## src/sv/d2fw_pkg.sv

```systemverilog
// Package with the field widths and constants of the double to float word converter.
package d2fw_pkg;
   localparam int unsigned DoubleWidth = 64;
   localparam int unsigned WordWidth   = 48;
   localparam int unsigned MantWidth   = 41;
   localparam int unsigned ExpWidth    = 11;
   localparam int unsigned FracWidth   = 52;
   localparam logic [ExpWidth-1:0] ExpAllOnes = 11'h7FF;
   localparam logic [ExpWidth-1:0] ExpZero    = 11'h000;
   // Biased word exponent is ex - 1022 + 64, that is ex - 958.
   localparam logic signed [12:0] ExpOffset = 13'sd958;
   localparam logic signed [12:0] ExpMaxWord = 13'sd127;
   localparam logic [MantWidth-1:0] HalfOne = 41'h100_0000_0000 >> 1;
   localparam logic [MantWidth-1:0] FullOne = 41'h100_0000_0000;

   // Stage 1 to stage 2 contents.
   typedef struct packed {
      logic                   zero;
      logic                   special;
      logic                   neg;
      logic signed [12:0]     expo;
      logic [MantWidth-1:0]   mag;
   } stage_a_type;

   // Stage 2 to stage 3 contents.
   typedef struct packed {
      logic                   zero;
      logic                   err;
      logic                   neg;
      logic [6:0]             expo;
      logic [MantWidth-1:0]   mag;
   } stage_b_type;
endpackage

```

## src/sv/double_to_48bit_float_word.sv

```systemverilog
// Top level of the pipelined double to 48-bit float word converter.
//
//  Channel  | Ports                              | Direction
//  request  | req_valid, req_stall, req_value_bits | in (stall out)
//  response | rsp_valid, rsp_stall, rsp_float_word, rsp_range_error | out (stall in)
//
// Three register stages: round, normalise and range check, negate and pack.
// One transaction is accepted per cycle while the response side does not stall.
// Reset clears the valid bits of every stage.
// A stall from the response side holds a full stage only when every later stage is full;
// a stage moves when it is empty or the next one moves, so bubbles are squeezed out.
module double_to_48bit_float_word
   import d2fw_pkg::*;
(
   input  logic                   clock,
   input  logic                   reset,
   input  logic                   req_valid,
   output logic                   req_stall,
   input  logic [DoubleWidth-1:0] req_value_bits,
   output logic                   rsp_valid,
   input  logic                   rsp_stall,
   output logic [WordWidth-1:0]   rsp_float_word,
   output logic                   rsp_range_error
);
   logic v1_ff, v2_ff, v3_ff;
   logic mv1, mv2, mv3;
   stage_a_type a_ff, a_in;
   stage_b_type b_ff, b_in;
   logic [WordWidth-1:0] word_ff, word_in;
   logic err_ff, err_in;

   // Stage enables from the back.
   assign mv3 = !v3_ff || !rsp_stall;
   assign mv2 = !v2_ff || mv3;
   assign mv1 = !v1_ff || mv2;
   assign req_stall = !mv1;

   // Stage 1: unpack fields and round the significand to 41 bits.
   always_comb begin
      logic [ExpWidth-1:0] ex;
      logic [FracWidth-1:0] frac;
      logic [FracWidth:0] sig;
      logic [FracWidth+1:0] sum;
      ex   = req_value_bits[62:52];
      frac = req_value_bits[FracWidth-1:0];
      sig  = {1'b1, frac};
      sum  = {1'b0, sig} + 54'h1000;
      a_in.zero    = (ex == ExpZero) && (frac == '0);
      a_in.special = (ex == ExpZero) || (ex == ExpAllOnes);
      a_in.neg     = req_value_bits[63];
      a_in.expo    = $signed({2'b00, ex}) - ExpOffset;
      a_in.mag     = sum[FracWidth+1:13];
   end

   // Stage 2: fix up a positive rounding carry and minus one half, then check range.
   always_comb begin
      logic signed [12:0] e;
      logic [MantWidth-1:0] m;
      e = a_ff.expo;
      m = a_ff.mag;
      if (!a_ff.neg && m >= FullOne) begin
         m = m >> 1;
         e = e + 13'sd1;
      end
      if (a_ff.neg && m == HalfOne) begin
         m = FullOne;
         e = e - 13'sd1;
      end
      b_in.zero = a_ff.zero;
      b_in.neg  = a_ff.neg;
      b_in.err  = !a_ff.zero && (a_ff.special || e < 13'sd1 || e > ExpMaxWord);
      b_in.expo = e[6:0];
      b_in.mag  = m;
   end

   // Stage 3: two's complement and pack; zero or error gives the zero word.
   always_comb begin
      logic [MantWidth-1:0] mant;
      mant    = b_ff.neg ? (~b_ff.mag + 41'd1) : b_ff.mag;
      err_in  = b_ff.err;
      word_in = (b_ff.zero || b_ff.err) ? '0 : {b_ff.expo, mant};
   end

   // Pipeline registers.
   always_ff @(posedge clock) begin
      if (reset) begin
         v1_ff <= 1'b0;
         v2_ff <= 1'b0;
         v3_ff <= 1'b0;
      end else begin
         if (mv1) v1_ff <= req_valid;
         if (mv2) v2_ff <= v1_ff;
         if (mv3) v3_ff <= v2_ff;
      end
      if (mv1) a_ff <= a_in;
      if (mv2) b_ff <= b_in;
      if (mv3) begin
         word_ff <= word_in;
         err_ff  <= err_in;
      end
   end

   assign rsp_valid       = v3_ff;
   assign rsp_float_word  = word_ff;
   assign rsp_range_error = err_ff;
endmodule

```

## config.mk

```make
export PLATFORM = sky130hd
export DESIGN_NAME = double_to_48bit_float_word
export DESIGN_NICKNAME = d
export VERILOG_FILES = /design/src/sv/d2fw_pkg.sv /design/src/sv/double_to_48bit_float_word.sv
export SDC_FILE = /design/constraint.sdc
export NUM_CORES = 1
export LEC_CHECK = 0
export BUFFER_PORTS_ARGS = -buffer_cell sky130_fd_sc_hd__clkbuf_2
export CAP_MARGIN = 25
export CORE_MARGIN = 2
export CORE_UTILIZATION = 40
export DETAILED_ROUTE_END_ITERATION = 10
export SETUP_SLACK_MARGIN = 0.1
export SYNTH_ARGS = -nofsm -noshare
export SYNTH_HDL_FRONTEND = slang
export SYNTH_SLANG_ARGS = --single-unit
```

## constraint.sdc

```tcl
create_clock -name clock -period 3.4 [get_ports clock]
set_input_delay 0.68 -clock clock [delete_from_list [all_inputs] [get_ports clock]]
set_output_delay 0.68 -clock clock [all_outputs]
set_load 0.02 [all_outputs]
```

Word-level counts from Yosys, hierarchy flattened
Index checks and enable logic that the tools add are counted.
{"block": "word_totals", "ff_bits": 160}
{"block": "op_classes", "n_bitwise": 1, "eq_ne": 2, "order_cmp": 3, "reduce_logical": 20, "mux": 4, "addsub": 5}
{"cell": "41-bit two-way mux", "count": 2}
{"cell": "53-bit by 13-bit adder with 54-bit output (second input constant)", "count": 1}
{"cell": "52-bit zero test", "count": 1}
{"cell": "41-bit by 1-bit adder with 41-bit output (second input constant)", "count": 1}
{"cell": "41-bit by 40-bit == test with 1-bit output (second input constant)", "count": 1}
{"cell": "41-bit greater-or-equal comparator (second input constant)", "count": 1}
{"cell": "41-bit NOT", "count": 1}
{"cell": "13-bit two-way mux", "count": 2}
{"cell": "13-bit by 2-bit adder with 13-bit output (second input constant)", "count": 1}
{"cell": "13-bit by 8-bit greater-than comparator with 1-bit output (second input constant)", "count": 1}
{"cell": "13-bit by 2-bit less-than comparator with 1-bit output (second input constant)", "count": 1}
{"cell": "13-bit by 2-bit subtractor with 13-bit output (second input constant)", "count": 1}
{"cell": "11-bit by 10-bit subtractor with 12-bit output (second input constant)", "count": 1}
{"cell": "11-bit == test (second input constant)", "count": 1}
{"cell": "11-bit zero test", "count": 1}
{"cell": "1-bit zero test", "count": 7}
{"cell": "1-bit logical OR", "count": 7}
{"cell": "1-bit logical AND", "count": 4}

Longest topological paths before layout
{"block": "depth", "ltp_word": 10, "mapped_depth": 12, "ltp_nobuf": 11}

Least setup slack after synthesis
Ideal clock, no wire load.
{"block": "synth_path", "path_type": "input port to output port", "start": "in rsp_stall", "end": "out req_stall", "arrival_ns": 2.451, "path_buffers": 0, "required_ns": 2.720, "slack_ns": 0.269, "cell_stages": 3, "cell_sequence": "and3_1 nand2_1 inv_1"}
{"block": "synth_between", "elab_chain_len": 5}
{"item": "start, declared", "line": "double_to_48bit_float_word.sv:21", "text": "input logic rsp_stall,"}
{"item": "1-bit zero test", "line": "double_to_48bit_float_word.sv:33", "text": "assign mv3 = !v3_ff || !rsp_stall;"}
{"item": "1-bit logical OR", "line": "double_to_48bit_float_word.sv:33"}
{"item": "1-bit logical OR", "line": "double_to_48bit_float_word.sv:34", "text": "assign mv2 = !v2_ff || mv3;"}
{"item": "1-bit logical OR", "line": "double_to_48bit_float_word.sv:35", "text": "assign mv1 = !v1_ff || mv2;"}
{"item": "1-bit zero test", "line": "double_to_48bit_float_word.sv:36", "text": "assign req_stall = !mv1;"}
{"item": "end, declared", "line": "double_to_48bit_float_word.sv:18", "text": "output logic req_stall,"}
Every way passes these cells.

==> results.cfg <==
[die]
core_area_mm2 = 0.0202
die_w_um = 148
dieArea_mm2 = 0.0218
initial_core_util_pct = 40.8
ioPinCount = 119
rows = 52
die_height_um = 148

[sta]
fin_crit_ns = 3.12
rsz0062_at_grt = no
drv_slew = 0
tightest_slew_ns = 0.688
setup_tns_ns = 0
fin_skew_ns = 0.0114
setup_viol = 0
fmax_mhz = 320
hold_ws_ns = 0.446
slew_headroom_pct = 54.1
period_share_pct = 91.8
hold_viol = 0

[finish]
utilization_pct = 48.5
finalNetCount = 954
num-fill-cells = 1918
drive_above_1_share_pct = 19.9
area_growth_pct = 19.0
diodes = 0

[worst_hold_path]
min_from = reset
whs_endpoint = v1_ff
hp-class = in -> reg
whs_path_depth = 2

[drt]
firstDrtPassIters = 4
routed_via_density = 4.93
antenna_left = 0
drtIter0Drc = 349
wl_per_cell_um = 14.4
drc_errors = 0
drt-total-wl_mm = 16.8
vias = 5733

[setup_path]
crit_start = a_ff[54]
worstPathCellList = nor2b_4, mux2i_2, ha_1, nand3_1, nor4_4, mux2_2, a221oi_1, a41oi_2
start_kind = register
worstPathMaxFanout = 10
reg2reg_slack_ns = 0.28
critical-path-slowest-cell = edfxtp_1
r2r_end = err_in
required_ns = 3.55
critPathArrivalTime_ns = 3.27
r2r.worst_path.cells = 8
worstSetupEndpointType = register
crit_path_max_incr_delay_ns = 0.50
rr_startpoint = a_ff[54]
criticalPathCategory = reg -> reg

[clock_network]
post_cts_resized = 1
cts-root-buf = clkbuf_16
post_cts_buffers = 0
cts_buffers = 17
cts_hold_buf = 0
cts_tree = yes
clock_latency_ns = 0.42
cts_sinks = 159
cts.path.max_buffers = 2
clk_pin_slew_worst_paths_ns = 0.06
htree_levels = 4

[synth]
yosys.area_share.simple_pct = 22.9
synth.top_cells.by_area = edfxtp_1 57%, nand2_1 7.4%, xor2_1 5.8%
syn_inst = 756
yosys_warnings = 0
ys_seq_area_share_pct = 57.5
synth-seq-cells = 159
synth_compound_area_share_pct = 4.84
synthFlopType = edfxtp_1
netlist_area_mm2 = 0.00825
synth-adder-area-share_pct = 0.910
synthArstFlopShare_pct = 0
synth_most_common_cell = nand2_1
synth_top_family_by_area = simple AND/OR/NAND/NOR gates
syn_area_per_cell_um2 = 10.9
ys_types = 53
synthMuxAreaShare_pct = 1.24
syn_nets = 830
synth_edf_count = 156
synth.largest_area_cell = edfxtp_1
synth_top_area_share_pct = 56.8
synth-xor-area-share_pct = 10.8
ys_top_cells_by_count = 162 x nand2_1, 156 x edfxtp_1, 71 x nor2_1

[status]
outcome = completed

[grt]
grt_overflow = 0
grt_start_max_net_pins = 57
antenna_found_initial = 0
grt_pass1_vias = 5432
grt_pass1_wl_mm = 27.9
track_usage_pct = 16.1

[power]
switchingPower_mw = 1.01
switching_share_pct = 21.8
p_clk_share_pct = 42.0
intPower_mw = 3.64
power_mw = 4.65
p_comb_share_pct = 7.7
pwr-share-seq_pct = 50.3
vdd_drop_max_mv = 0.281
p_per_area_mw_per_mm2 = 474
p_leak_nw = 4.00

[run]
drv_cap = 0

[placement]
io_buffers = 118
hpwl_mm = 13.0
place.gp.congestion = 0.833
==> cell type report <==
| class | count | area [um2] | share of cell area [%] |
|---|---|---|---|
| clock inverters | 9 | 160 | 1.63 |
| flip-flops and latches | 159 | 4740 | 48.3 |
| repair buffers | 129 | 706 | 7.19 |
| inverters | 12 | 45.0 | 0.459 |
| clock buffers | 23 | 448 | 4.56 |
| multi-input cells | 561 | 3380 | 34.4 |
| well taps | 270 | 338 | 3.44 |
==> power by group through the flow <==
stage	Clock [mW]	Combinational, mW	Sequential, mW
6_report	1.95	0.358	2.34
5_1_grt	2.08	0.403	2.35
4_1_cts	2.00	0.360	2.34
3_5_place_dp	0	0.359	2.38
3_3_place_gp	0	0.347	2.38
2_1_floorplan	0	0.209	2.37
==> metal layers <==
layer / global-route usage [%] / part of all wire, % / vias up
met5: 0 / 0 / -
met4: 5.24 / 1.6 / 0
met3: 3.18 / 5.5 / 16
met2: 23.3 / 42 / 195
met1: 24.2 / 51 / 2560
li1: - / - / 2962
==> metrics by stage <==
| step | area (um2) | worst slack, ns | instances |
|---|---|---|---|
| after global placement | 9150 | 0.261 | 1129 |
| after floorplan | 8250 | 0.269 | 756 |
| final | 9820 | 0.278 | 1163 |
| after global routing | 9820 | 0.122 | 1163 |
| after detailed placement | 9200 | 0.0936 | 1131 |
| after CTS | 9810 | 0.206 | 1163 |
==> sequential cells by signal (all words and copies together), names as in the netlist <==
signal,flops
b_ff,50
rsp_valid,1
err_in,1
rsp_float_word,48
a_ff,56
rsp_range_error,1
v1_ff,1
v2_ff,1
==> critical path: cells and delay by family, from the launching register on <==
family                     cells  cell delay [ns]
adders and majority gates      1             0.26
and+or+nand+nor                3             0.92
AOI/OAI and AO/OA              2             0.45
DFF                            1             0.50
muxes                          2             0.72
==> layout by cell type, fill, tap and decap left out, types with 5 or more instances in the layout <==
cell	Yosys	final
buf_4	0	9
edfxtp_1	156	156
o41ai_1	6	6
clkbuf_1	19	6
nand3_1	34	34
nor3_1	11	11
or4_1	6	6
or3_1	11	11
clkbuf_2	0	118
mux2i_1	8	7
xor2_1	55	55
and2_1	11	11
nand2_1	162	160
o31ai_1	13	13
ha_1	6	6
inv_1	12	11
and3_1	18	18
nor4_1	23	23
nor2_1	71	71
o21ai_0	16	16
a21oi_1	5	5
clkbuf_16	0	17
nand4_1	10	10
xnor2_1	47	47
==> cell families after synthesis <==
logic type	Yosys count
fa+ha+maj	6
xor+xnor	102
flops	159
buf+inv	36
compound gates	55
mux	10
simple gates	388
==> how the worst max path moves through the flow <==
stage	cells after the start	slack (ns)	to
after floorplan	3	0.27	req_stall
after global placement	8	0.26	err_in
after detailed placement	8	0.09	err_in
after CTS	8	0.21	err_in
after global routing	8	0.12	err_in
final	8	0.28	err_in
No activity file was read; power rests on OpenSTA's default activity.
